===== src/design/wam_pkg.sv =====
`timescale 1ns / 1ps

package wam_pkg;

  // Fixed widths of the ports.
  localparam int SAMPLE_W = 16;
  localparam int CFG_DATA_W = 17;
  localparam int WIN_FIELD_W = 7;
  localparam int REV_FIELD_W = 17;
  localparam int REG_IDX_W = 1;

  // Register indexes of the configuration port.
  localparam logic [REG_IDX_W-1:0] REG_WINDOW_LEN = 1'b0;
  localparam logic [REG_IDX_W-1:0] REG_REV_COUNTS = 1'b1;

  // Values after reset, and the window taken when zero is requested.
  localparam int DEFAULT_WINDOW = 8;
  localparam int DEFAULT_REV = 4096;

  // Status of the serial divider as seen by the control logic.
  typedef struct packed {
    logic busy;
    logic done;
  } wam_div_status_t;

endpackage


===== src/design/wam_div.sv =====
`timescale 1ns / 1ps

module wam_div #(
  parameter int NUM_W = 28,
  parameter int DEN_W = 8
) (
  input  logic                          clk,
  input  logic                          rst,
  input  logic                          start,
  input  logic signed [NUM_W-1:0]       numer,
  input  logic        [DEN_W-1:0]       denom,
  output wam_pkg::wam_div_status_t      status,
  output logic signed [NUM_W-1:0]       quot
);
  import wam_pkg::*;

  localparam int MAG_W = NUM_W - 1;
  localparam int CNT_W = $clog2(NUM_W);

  logic             busy;
  logic             done;
  logic             neg;
  logic [MAG_W-1:0] dq;
  logic [DEN_W-1:0] rem;
  logic [DEN_W-1:0] dvs;
  logic [CNT_W-1:0] cnt;

  logic [DEN_W:0]   trial;
  logic [DEN_W:0]   trial_diff;
  logic             qbit;

  // Floor division of a negative numerator N is taken as the complement of
  // floor(~N / D), so the iteration itself only ever sees a non-negative value.
  assign trial      = {rem, dq[MAG_W-1]};
  assign trial_diff = trial - {1'b0, dvs};
  assign qbit       = (trial >= {1'b0, dvs});

  always_ff @(posedge clk) begin
    if (rst) begin
      busy <= 1'b0;
      done <= 1'b0;
      cnt  <= '0;
    end else begin
      done <= 1'b0;
      if (start) begin
        busy <= 1'b1;
        cnt  <= '0;
      end else if (busy) begin
        cnt <= cnt + 1'b1;
        if (cnt == CNT_W'(MAG_W - 1)) begin
          busy <= 1'b0;
          done <= 1'b1;
        end
      end
    end
  end

  always_ff @(posedge clk) begin
    if (start) begin
      neg <= numer[NUM_W-1];
      dq  <= numer[NUM_W-1] ? ~numer[MAG_W-1:0] : numer[MAG_W-1:0];
      rem <= '0;
      dvs <= denom;
    end else if (busy) begin
      if (qbit) begin
        rem <= trial_diff[DEN_W-1:0];
      end else begin
        rem <= trial[DEN_W-1:0];
      end
      dq <= {dq[MAG_W-2:0], qbit};
    end
  end

  assign status.busy = busy;
  assign status.done = done;
  assign quot = neg ? $signed(~{1'b0, dq}) : $signed({1'b0, dq});

endmodule


===== src/design/wrap_aware_moving_average.sv =====
`timescale 1ns / 1ps

// Channel   | Valid          | Stall          | Payload
// ----------+----------------+----------------+--------------------------------
// input     | sample_valid   | sample_stall   | sample
// output    | average_valid  | average_stall  | average
// config    | write_enable   | (none)         | reg_index, write_data
//
// With a window of one an item goes from acceptance straight to S_OUT and the output register.
// Otherwise it passes S_PREP, S_UPD, S_DIV and S_FIX, with the bit-serial divider in
// S_DIV giving one quotient bit a cycle.
// Reset and every configuration write start a clearing pass over the whole ring
// memory, writing zero to every entry; no sample is taken during it.
// One item is in flight at a time; the output register holds a finished result
// under average_stall while the next sample is already being accepted.

module wrap_aware_moving_average #(
  parameter int MAX_WINDOW = 64,
  parameter int COUNT_BITS = 16
) (
  input  logic                               clk,
  input  logic                               rst,
  input  logic                               sample_valid,
  output logic                               sample_stall,
  input  logic [wam_pkg::SAMPLE_W-1:0]       sample,
  output logic                               average_valid,
  input  logic                               average_stall,
  output logic [wam_pkg::SAMPLE_W-1:0]       average,
  input  logic                               write_enable,
  input  logic [wam_pkg::REG_IDX_W-1:0]      reg_index,
  input  logic [wam_pkg::CFG_DATA_W-1:0]     write_data
);
  import wam_pkg::*;

  localparam int REV_W   = ((COUNT_BITS > 12) ? COUNT_BITS : 12) + 1;
  localparam int ENTRY_W = REV_W + 3;
  localparam int PTR_W   = (MAX_WINDOW > 1) ? $clog2(MAX_WINDOW) : 1;
  localparam int WIN_W   = $clog2(MAX_WINDOW + 1);
  localparam int SUM_W   = ENTRY_W + $clog2(MAX_WINDOW) + 1;
  localparam int NUM_W   = SUM_W + 1;
  localparam int DEN_W   = WIN_W + 1;
  localparam int PROD_W  = REV_W + WIN_W;
  localparam int SAT_W   = (SAMPLE_W > REV_W) ? SAMPLE_W : REV_W;
  localparam int WIN_RESET = (DEFAULT_WINDOW > MAX_WINDOW) ? MAX_WINDOW : DEFAULT_WINDOW;

  typedef enum logic [6:0] {
    S_CLEAR = 7'b0000001,
    S_IDLE  = 7'b0000010,
    S_PREP  = 7'b0000100,
    S_UPD   = 7'b0001000,
    S_DIV   = 7'b0010000,
    S_FIX   = 7'b0100000,
    S_OUT   = 7'b1000000
  } state_t;

  state_t state;

  // Configuration and values derived from it.
  logic [WIN_W-1:0]        window;
  logic [REV_W-1:0]        rev;
  logic [REV_W-1:0]        thr;
  logic [PROD_W-1:0]       rev_w;
  logic [REV_W+1:0]        rev3;
  logic [WIN_FIELD_W-1:0]  win_req;
  logic [WIN_W-1:0]        win_cfg;
  logic [REV_FIELD_W-1:0]  rev_req;
  logic [REV_W-1:0]        rev_cfg;

  // Filter state. Ring entries are kept relative to a common offset, so a
  // shift of the whole ring by one revolution is a single add to the offset.
  logic [ENTRY_W-1:0]        ring [MAX_WINDOW];
  logic [ENTRY_W-1:0]        rd_data;
  logic [PTR_W-1:0]          ptr;
  logic [PTR_W-1:0]          clr_addr;
  logic signed [SUM_W-1:0]   sum;
  logic signed [ENTRY_W-1:0] last_avg;
  logic [ENTRY_W-1:0]        offset;

  // Per-item working registers.
  logic [SAMPLE_W-1:0]       raw;
  logic signed [ENTRY_W-1:0] s_adj;
  logic signed [NUM_W-1:0]   avg;
  logic [SAMPLE_W-1:0]       result;

  // Datapath terms.
  logic [SAT_W-1:0]          raw_x;
  logic [SAT_W-1:0]          rev_m1_x;
  logic [SAT_W-1:0]          s_sat;
  logic signed [ENTRY_W-1:0] s_val;
  logic signed [ENTRY_W-1:0] rev_e;
  logic signed [ENTRY_W:0]   delta;
  logic [ENTRY_W:0]          mag;
  logic                      wrap;
  logic signed [ENTRY_W-1:0] s_wrapped;
  logic signed [ENTRY_W-1:0] old_val;
  logic signed [SUM_W-1:0]   sum_upd;
  logic signed [NUM_W-1:0]   numer;
  logic [DEN_W-1:0]          denom;
  logic signed [NUM_W-1:0]   rev_n;
  logic signed [SUM_W-1:0]   rev_w_s;
  logic                      avg_lo;
  logic                      avg_hi;
  logic signed [NUM_W-1:0]   avg_fixed;
  logic [PTR_W-1:0]          ptr_next;

  logic                      mem_we;
  logic [PTR_W-1:0]          mem_waddr;
  logic [ENTRY_W-1:0]        mem_wdata;

  logic                      sample_take;
  logic                      out_load;
  logic                      div_start;
  wam_div_status_t           div_status;
  logic signed [NUM_W-1:0]   div_quot;

  assign sample_stall = (state != S_IDLE);
  assign sample_take  = sample_valid && !sample_stall;
  assign out_load     = (state == S_OUT) && (!average_valid || !average_stall);

  // Configuration decode: zero window means the default, and both registers
  // saturate into their legal ranges.
  always_comb begin
    win_req = (write_data[WIN_FIELD_W-1:0] == '0) ? WIN_FIELD_W'(DEFAULT_WINDOW)
                                                   : write_data[WIN_FIELD_W-1:0];
    if (32'(win_req) > MAX_WINDOW) begin
      win_cfg = WIN_W'(MAX_WINDOW);
    end else begin
      win_cfg = WIN_W'(win_req);
    end
    rev_req = write_data[REV_FIELD_W-1:0];
    if (rev_req < REV_FIELD_W'(2)) begin
      rev_cfg = REV_W'(2);
    end else if (32'(rev_req) > (32'd1 << COUNT_BITS)) begin
      rev_cfg = REV_W'(32'd1 << COUNT_BITS);
    end else begin
      rev_cfg = REV_W'(rev_req);
    end
  end

  always_ff @(posedge clk) begin
    if (rst) begin
      window <= WIN_W'(WIN_RESET);
      rev    <= REV_W'(DEFAULT_REV);
    end else if (write_enable) begin
      unique case (reg_index)
        REG_WINDOW_LEN: window <= win_cfg;
        REG_REV_COUNTS: rev    <= rev_cfg;
      endcase
    end
  end

  // Derived constants, registered; configuration is stable long before use.
  assign rev3 = {2'b00, rev} + {1'b0, rev, 1'b0};

  always_ff @(posedge clk) begin
    thr   <= rev3[REV_W+1:2];
    rev_w <= PROD_W'(rev) * PROD_W'(window);
  end

  // Sample conditioning and wrap detection against the previous average.
  always_comb begin
    raw_x    = SAT_W'(raw);
    rev_m1_x = SAT_W'(rev) - 1'b1;
    s_sat    = (raw_x > rev_m1_x) ? rev_m1_x : raw_x;
    s_val    = $signed({3'b000, s_sat[REV_W-1:0]});
    rev_e    = $signed(ENTRY_W'(rev));
    delta    = (ENTRY_W+1)'(s_val) - (ENTRY_W+1)'(last_avg);
    mag      = delta[ENTRY_W] ? (ENTRY_W+1)'(-delta) : delta;
    wrap     = (mag >= (ENTRY_W+1)'(thr));
    if (!wrap) begin
      s_wrapped = s_val;
    end else if (delta[ENTRY_W]) begin
      s_wrapped = s_val + rev_e;
    end else begin
      s_wrapped = s_val - rev_e;
    end
  end

  // Ring update and the numerator of the rounded average 2*sum + w over 2*w.
  always_comb begin
    old_val = $signed(rd_data + offset);
    sum_upd = sum - SUM_W'(old_val) + SUM_W'(s_adj);
    numer   = $signed({sum_upd, 1'b0}) + $signed(NUM_W'(window));
    denom   = {window, 1'b0};
    ptr_next = (ptr == PTR_W'(window - 1'b1)) ? '0 : ptr + 1'b1;
  end

  // Range correction of the fresh average.
  always_comb begin
    rev_n   = $signed(NUM_W'(rev));
    rev_w_s = $signed(SUM_W'(rev_w));
    avg_lo  = avg[NUM_W-1];
    avg_hi  = (avg >= rev_n);
    priority if (avg_lo) begin
      avg_fixed = avg + rev_n;
    end else if (avg_hi) begin
      avg_fixed = avg - rev_n;
    end else begin
      avg_fixed = avg;
    end
  end

  assign div_start = (state == S_UPD);

  wam_div #(
    .NUM_W (NUM_W),
    .DEN_W (DEN_W)
  ) u_div (
    .clk    (clk),
    .rst    (rst),
    .start  (div_start),
    .numer  (numer),
    .denom  (denom),
    .status (div_status),
    .quot   (div_quot)
  );

  // Ring memory: one write port, one registered read port at the pointer.
  always_comb begin
    mem_we    = (state == S_CLEAR) || (state == S_UPD);
    mem_waddr = (state == S_CLEAR) ? clr_addr : ptr;
    mem_wdata = (state == S_CLEAR) ? '0 : ENTRY_W'(s_adj) - offset;
  end

  always_ff @(posedge clk) begin
    if (mem_we) begin
      ring[mem_waddr] <= mem_wdata;
    end
    rd_data <= ring[ptr];
  end

  // Control and filter state.
  always_ff @(posedge clk) begin
    if (rst) begin
      state    <= S_CLEAR;
      clr_addr <= '0;
      ptr      <= '0;
      sum      <= '0;
      last_avg <= '0;
      offset   <= '0;
    end else if (write_enable) begin
      state    <= S_CLEAR;
      clr_addr <= '0;
      ptr      <= '0;
      sum      <= '0;
      last_avg <= '0;
      offset   <= '0;
    end else begin
      unique case (state)
        S_CLEAR: begin
          clr_addr <= clr_addr + 1'b1;
          if (clr_addr == PTR_W'(MAX_WINDOW - 1)) begin
            state <= S_IDLE;
          end
        end
        S_IDLE: begin
          if (sample_take) begin
            if (window == WIN_W'(1)) begin
              state <= S_OUT;
            end else begin
              state <= S_PREP;
            end
          end
        end
        S_PREP: begin
          state <= S_UPD;
        end
        S_UPD: begin
          sum   <= sum_upd;
          ptr   <= ptr_next;
          state <= S_DIV;
        end
        S_DIV: begin
          if (div_status.done && !div_status.busy) begin
            state <= S_FIX;
          end
        end
        S_FIX: begin
          priority if (avg_lo) begin
            sum    <= sum + rev_w_s;
            offset <= offset + ENTRY_W'(rev);
          end else if (avg_hi) begin
            sum    <= sum - rev_w_s;
            offset <= offset - ENTRY_W'(rev);
          end
          last_avg <= ENTRY_W'(avg_fixed);
          state    <= S_OUT;
        end
        S_OUT: begin
          if (out_load) begin
            state <= S_IDLE;
          end
        end
        default: begin
          state <= S_CLEAR;
        end
      endcase
    end
  end

  // Per-item payload registers.
  always_ff @(posedge clk) begin
    if (sample_take) begin
      raw    <= sample;
      result <= sample;
    end
    if (state == S_PREP) begin
      s_adj <= s_wrapped;
    end
    if ((state == S_DIV) && div_status.done) begin
      avg <= div_quot;
    end
    if (state == S_FIX) begin
      result <= avg_fixed[SAMPLE_W-1:0];
    end
  end

  // Output register.
  always_ff @(posedge clk) begin
    if (rst) begin
      average_valid <= 1'b0;
    end else if (out_load) begin
      average_valid <= 1'b1;
    end else if (!average_stall) begin
      average_valid <= 1'b0;
    end
  end

  always_ff @(posedge clk) begin
    if (out_load) begin
      average <= result;
    end
  end

endmodule


===== config.mk =====
export PLATFORM = sky130hd
export DESIGN_NAME = wrap_aware_moving_average
export DESIGN_NICKNAME = d
export VERILOG_FILES = /design/src/design/wam_pkg.sv /design/src/design/wam_div.sv /design/src/design/wrap_aware_moving_average.sv
export SDC_FILE = /design/constraint.sdc
export NUM_CORES = 2
export LEC_CHECK = 0
export BUFFER_PORTS_ARGS = -buffer_cell sky130_fd_sc_hd__buf_2
export CAP_MARGIN = 20
export CORE_UTILIZATION = 45
export CTS_CLUSTER_SIZE = 24
export DETAILED_ROUTE_END_ITERATION = 7
export PLACE_DENSITY = 0.68
export SLEW_MARGIN = 20
export SYNTH_ARGS = -nofsm -noshare
export SYNTH_HDL_FRONTEND = slang
export SYNTH_SLANG_ARGS = --single-unit

===== constraint.sdc =====
create_clock -name clk -period 21.4 [get_ports clk]
set_input_delay 3.21 -clock clk [delete_from_list [all_inputs] [get_ports clk]]
set_output_delay 3.21 -clock clk [all_outputs]
set_load 0.1 [all_outputs]

==> impl_results.md <==
- Status: finished, final reports clean
- Worst setup EP type: register
- Post-route ant nets: 0
- Core Area: ~170000 um^2
- RePlAce Congestion: about 0.95
- H-Tree Depth: 4
- Peak supply drop: 0.000101 V
- Met1 Use GR: 0.322
- Pre-CTS setup slack: about 10 ns
- Clock Path Buffers: 3
- Post-layout util: 0.505
- Crit-path max FO: 29
- Final setup viols: 0
- Pleak: between 20 and 30 nW
- Mean post-synth cell area: between 10 and 15 um^2
- Tot GR Track Use: 0.238
- Number of global-route vias before repair: between 40000 and 50000
- CTS Hold Bufs: 0
- Synth unique cells: 94
- Die ar.: between 150000 and 200000 um^2
- Rows: ~150
- RSZ-0062 raised after global routing: false
- Synthesized cell area: roughly 78000 um^2
- Hold WC Path Type: reg2reg
- Via density: between 5 and 6
- Antenna violations before repair: 7
- FF-to-FF Start: rev[1]$_SDFFE_PP0P_
- Worst path depth: between 40 and 50
- # Post-CTS Setup Buffers: 0
- GR Util met2: 0.384
- Dominant cells by area after synthesis: edfxtp_1 (54%), mux4_2 (12%), ha_1 (5.3%), dfxtp_1 (4.8%), fa_1 (2.9%)
- WP buf/inv: 5
- Critical path's top delay family: compound AO/OA/AOI/OAI gates
- #FFs+latches synth: ~1600
- Pins Over Slew Limit: 0
- Post-CTS Resized: 0
- Cell taking the most area after synthesis: edfxtp_1
- WHS Path Cells: 0
- Design area: ~87000 um^2
- Largest net degree at the start of global routing: 149
- Crit. Startpoint: rev[1]$_SDFFE_PP0P_
- Fmax: roughly 90 MHz
- First-pass GRT wire length: 304 mm
- Power density over the cells: between 70 and 80 nW/um^2
- Vias: approximately 46000
- Fin crit period: 11.35 ns
- Least-Margin Pin Slew: 1.08 ns
- CP required: roughly 22 ns
- Avg WL per Cell: ~27 um
- Synthesized instance count: between 5000 and 6000
- Ports: 57
- Final Skew: around 0.049 ns
- Port Buffer Count: 56
- Seq/Total Area, Yosys: 0.592
- Period Utilization, post-route: 0.530
- Placed instance count: 7516
- Most common cell after layout, fill and taps aside: edfxtp_1
- CTS Buf Count: ~160
- Dpl hpwl: ~130 mm
- DRT iter0 DRCs: around 4800
- Overflow after GRT: 0
- Setup TNS: 0 ns
- Setup CP Type: reg2reg
- Clock transition at path regs: ~0.06 ns
- Primary FF master, synth: edfxtp_1
- Wirelength, routed: slightly above 200 mm
- Startpoint Class: register
- TritonCTS clock tree: done
- Non-Filler Instances: approximately 7800
- Yosys warnings: 0
- Root buf cell: clkbuf_16
- Critical path's slowest cell: o21ai_1
- Share of cells above drive strength 1: 0.177
- Starting Density: 0.453
- Worst skew pair latency: 0.80 ns
- Worst min-delay path startpoint: result[13]$_DFFE_PP_
- Die H: between 400 and 500 um
- Final hold viol count: 0
- Die X: between 400 and 500 um
- Max transition margin: 0.281
- Number of remaining DRC errors: 0
- Global route hottest layer: met2
- Slack of the critical path: approximately 10 ns
- Area Overhead vs Synth: 11.5%
- Most frequent cells in the layout: edfxtp_1 (1410), mux4_2 (420), ha_1 (331)
- Number of synthesized flops with an enable pin: ~1400
- Placed instance area: around 80000 um^2
- R2R depth: 42
- Final nets: slightly below 6000
- M3 GR Usage: 0.0462
- CP peak stage delay: a little over 0.8 ns
- DRT Pass-1 Iters: 7
- Arrival time at the worst endpoint: 11.89 ns
- Synth top area share: 0.544
- Asr flop ratio synth: 0
- CTS sink cnt: ~1600
- Max Cap Viol: 0
==> layout make-up <==
| type | count | area, um^2 |
|---|---|---|
| multi-input combinational | 3175 | 30400 |
| clock buffer | 206 | 4300 |
| antenna | 3 | 7.51 |
| timing repair buffer | 156 | 1090 |
| clock inverter | 82 | 962 |
| fill | 14100 | 85000 |
| inverter | 279 | 1050 |
| tap | 2310 | 2890 |
| sequential | 1597 | 46100 |
==> layer usage <==
layer  vias to the layer above  part of all wire
li1                      20400                 -
met2                      2011              0.47
met4                        12             0.039
met3                       381             0.081
met5                         -           0.00039
met1                     23500              0.41
==> worst paths after layout <==
path / to / slack [ns]
min reg2reg: average[13]$_DFFE_PP_ / 0.42
max: s_adj[7]$_DFFE_PP_ / 10.05
min: average[13]$_DFFE_PP_ / 0.42
max reg2reg: s_adj[7]$_DFFE_PP_ / 10.05
==> cell families (layout without fill, tap and decap cells) <==
group           after synthesis  after routing  share of synthesized area
compound gates              814            814                     0.0680
xor+xnor                    336            336                     0.0380
fa+ha+maj                   443            443                     0.0820
buf+inv                     509            723                     0.0250
flops                      1597           1597                      0.592
mux                         468            468                      0.129
other cells                   1              6                  0.0000482
simple gates               1111           1111                     0.0663
==> registers in the layout (all words and copies together) (netlist names), 5 cells and up <==
name and flops:
u_div.dvs 7, offset 20, s_adj 19, avg 28, sum 27, last_avg 20
u_div.dq 27, window 7, average 16, ptr 6, state 7, u_div.rem 8
raw 16, clr_addr 6, rev 17, ring 1280, u_div.cnt 5, rev_w 24
result 16, rd_data 20, thr 17
==> cell usage after synthesis, drive strengths merged, types with 11 or more instances <==
master and instances:
edfxtp 1410, mux4 420, nor2 360, ha 331, nand2 325, inv 278
a21oi 260, xnor2 208, dfxtp 187, clkbuf 175, o21ai 161, xor2 128
fa 112, nor3 84, nand3 78, a21o 66, buf 55, a211oi 42
nand2b 42, nand4 37, o21a 37, nor2b 35, mux2 32, o21bai 30
and2 25, a31oi 24, or3 24, nor4 23, o31ai 20, a21boi 18
and3 17, o211ai 17, mux2i 16, a22oi 14, a221oi 13, nor3b 13
o211a 12, or2 11
==> power by group <==
group | leakage [nW] | switching, mW | internal [mW]
registers | 13.8 | 0.0122 | 3.36
logic | 12.5 | 0.342 | 0.236
clock network | 2.55 | 1.23 | 1.58
total | 28.8 | 1.59 | 5.19
==> through the flow <==
step                      power, mW  hold slack (ns)
after floorplan                3.86            0.400
after global placement         4.01            0.403
after detailed placement       4.01            0.405
after CTS                      6.81            0.419
after global routing           6.98            0.425
final                          6.77            0.418
Note: power is estimated with default switching activity, not from simulation.
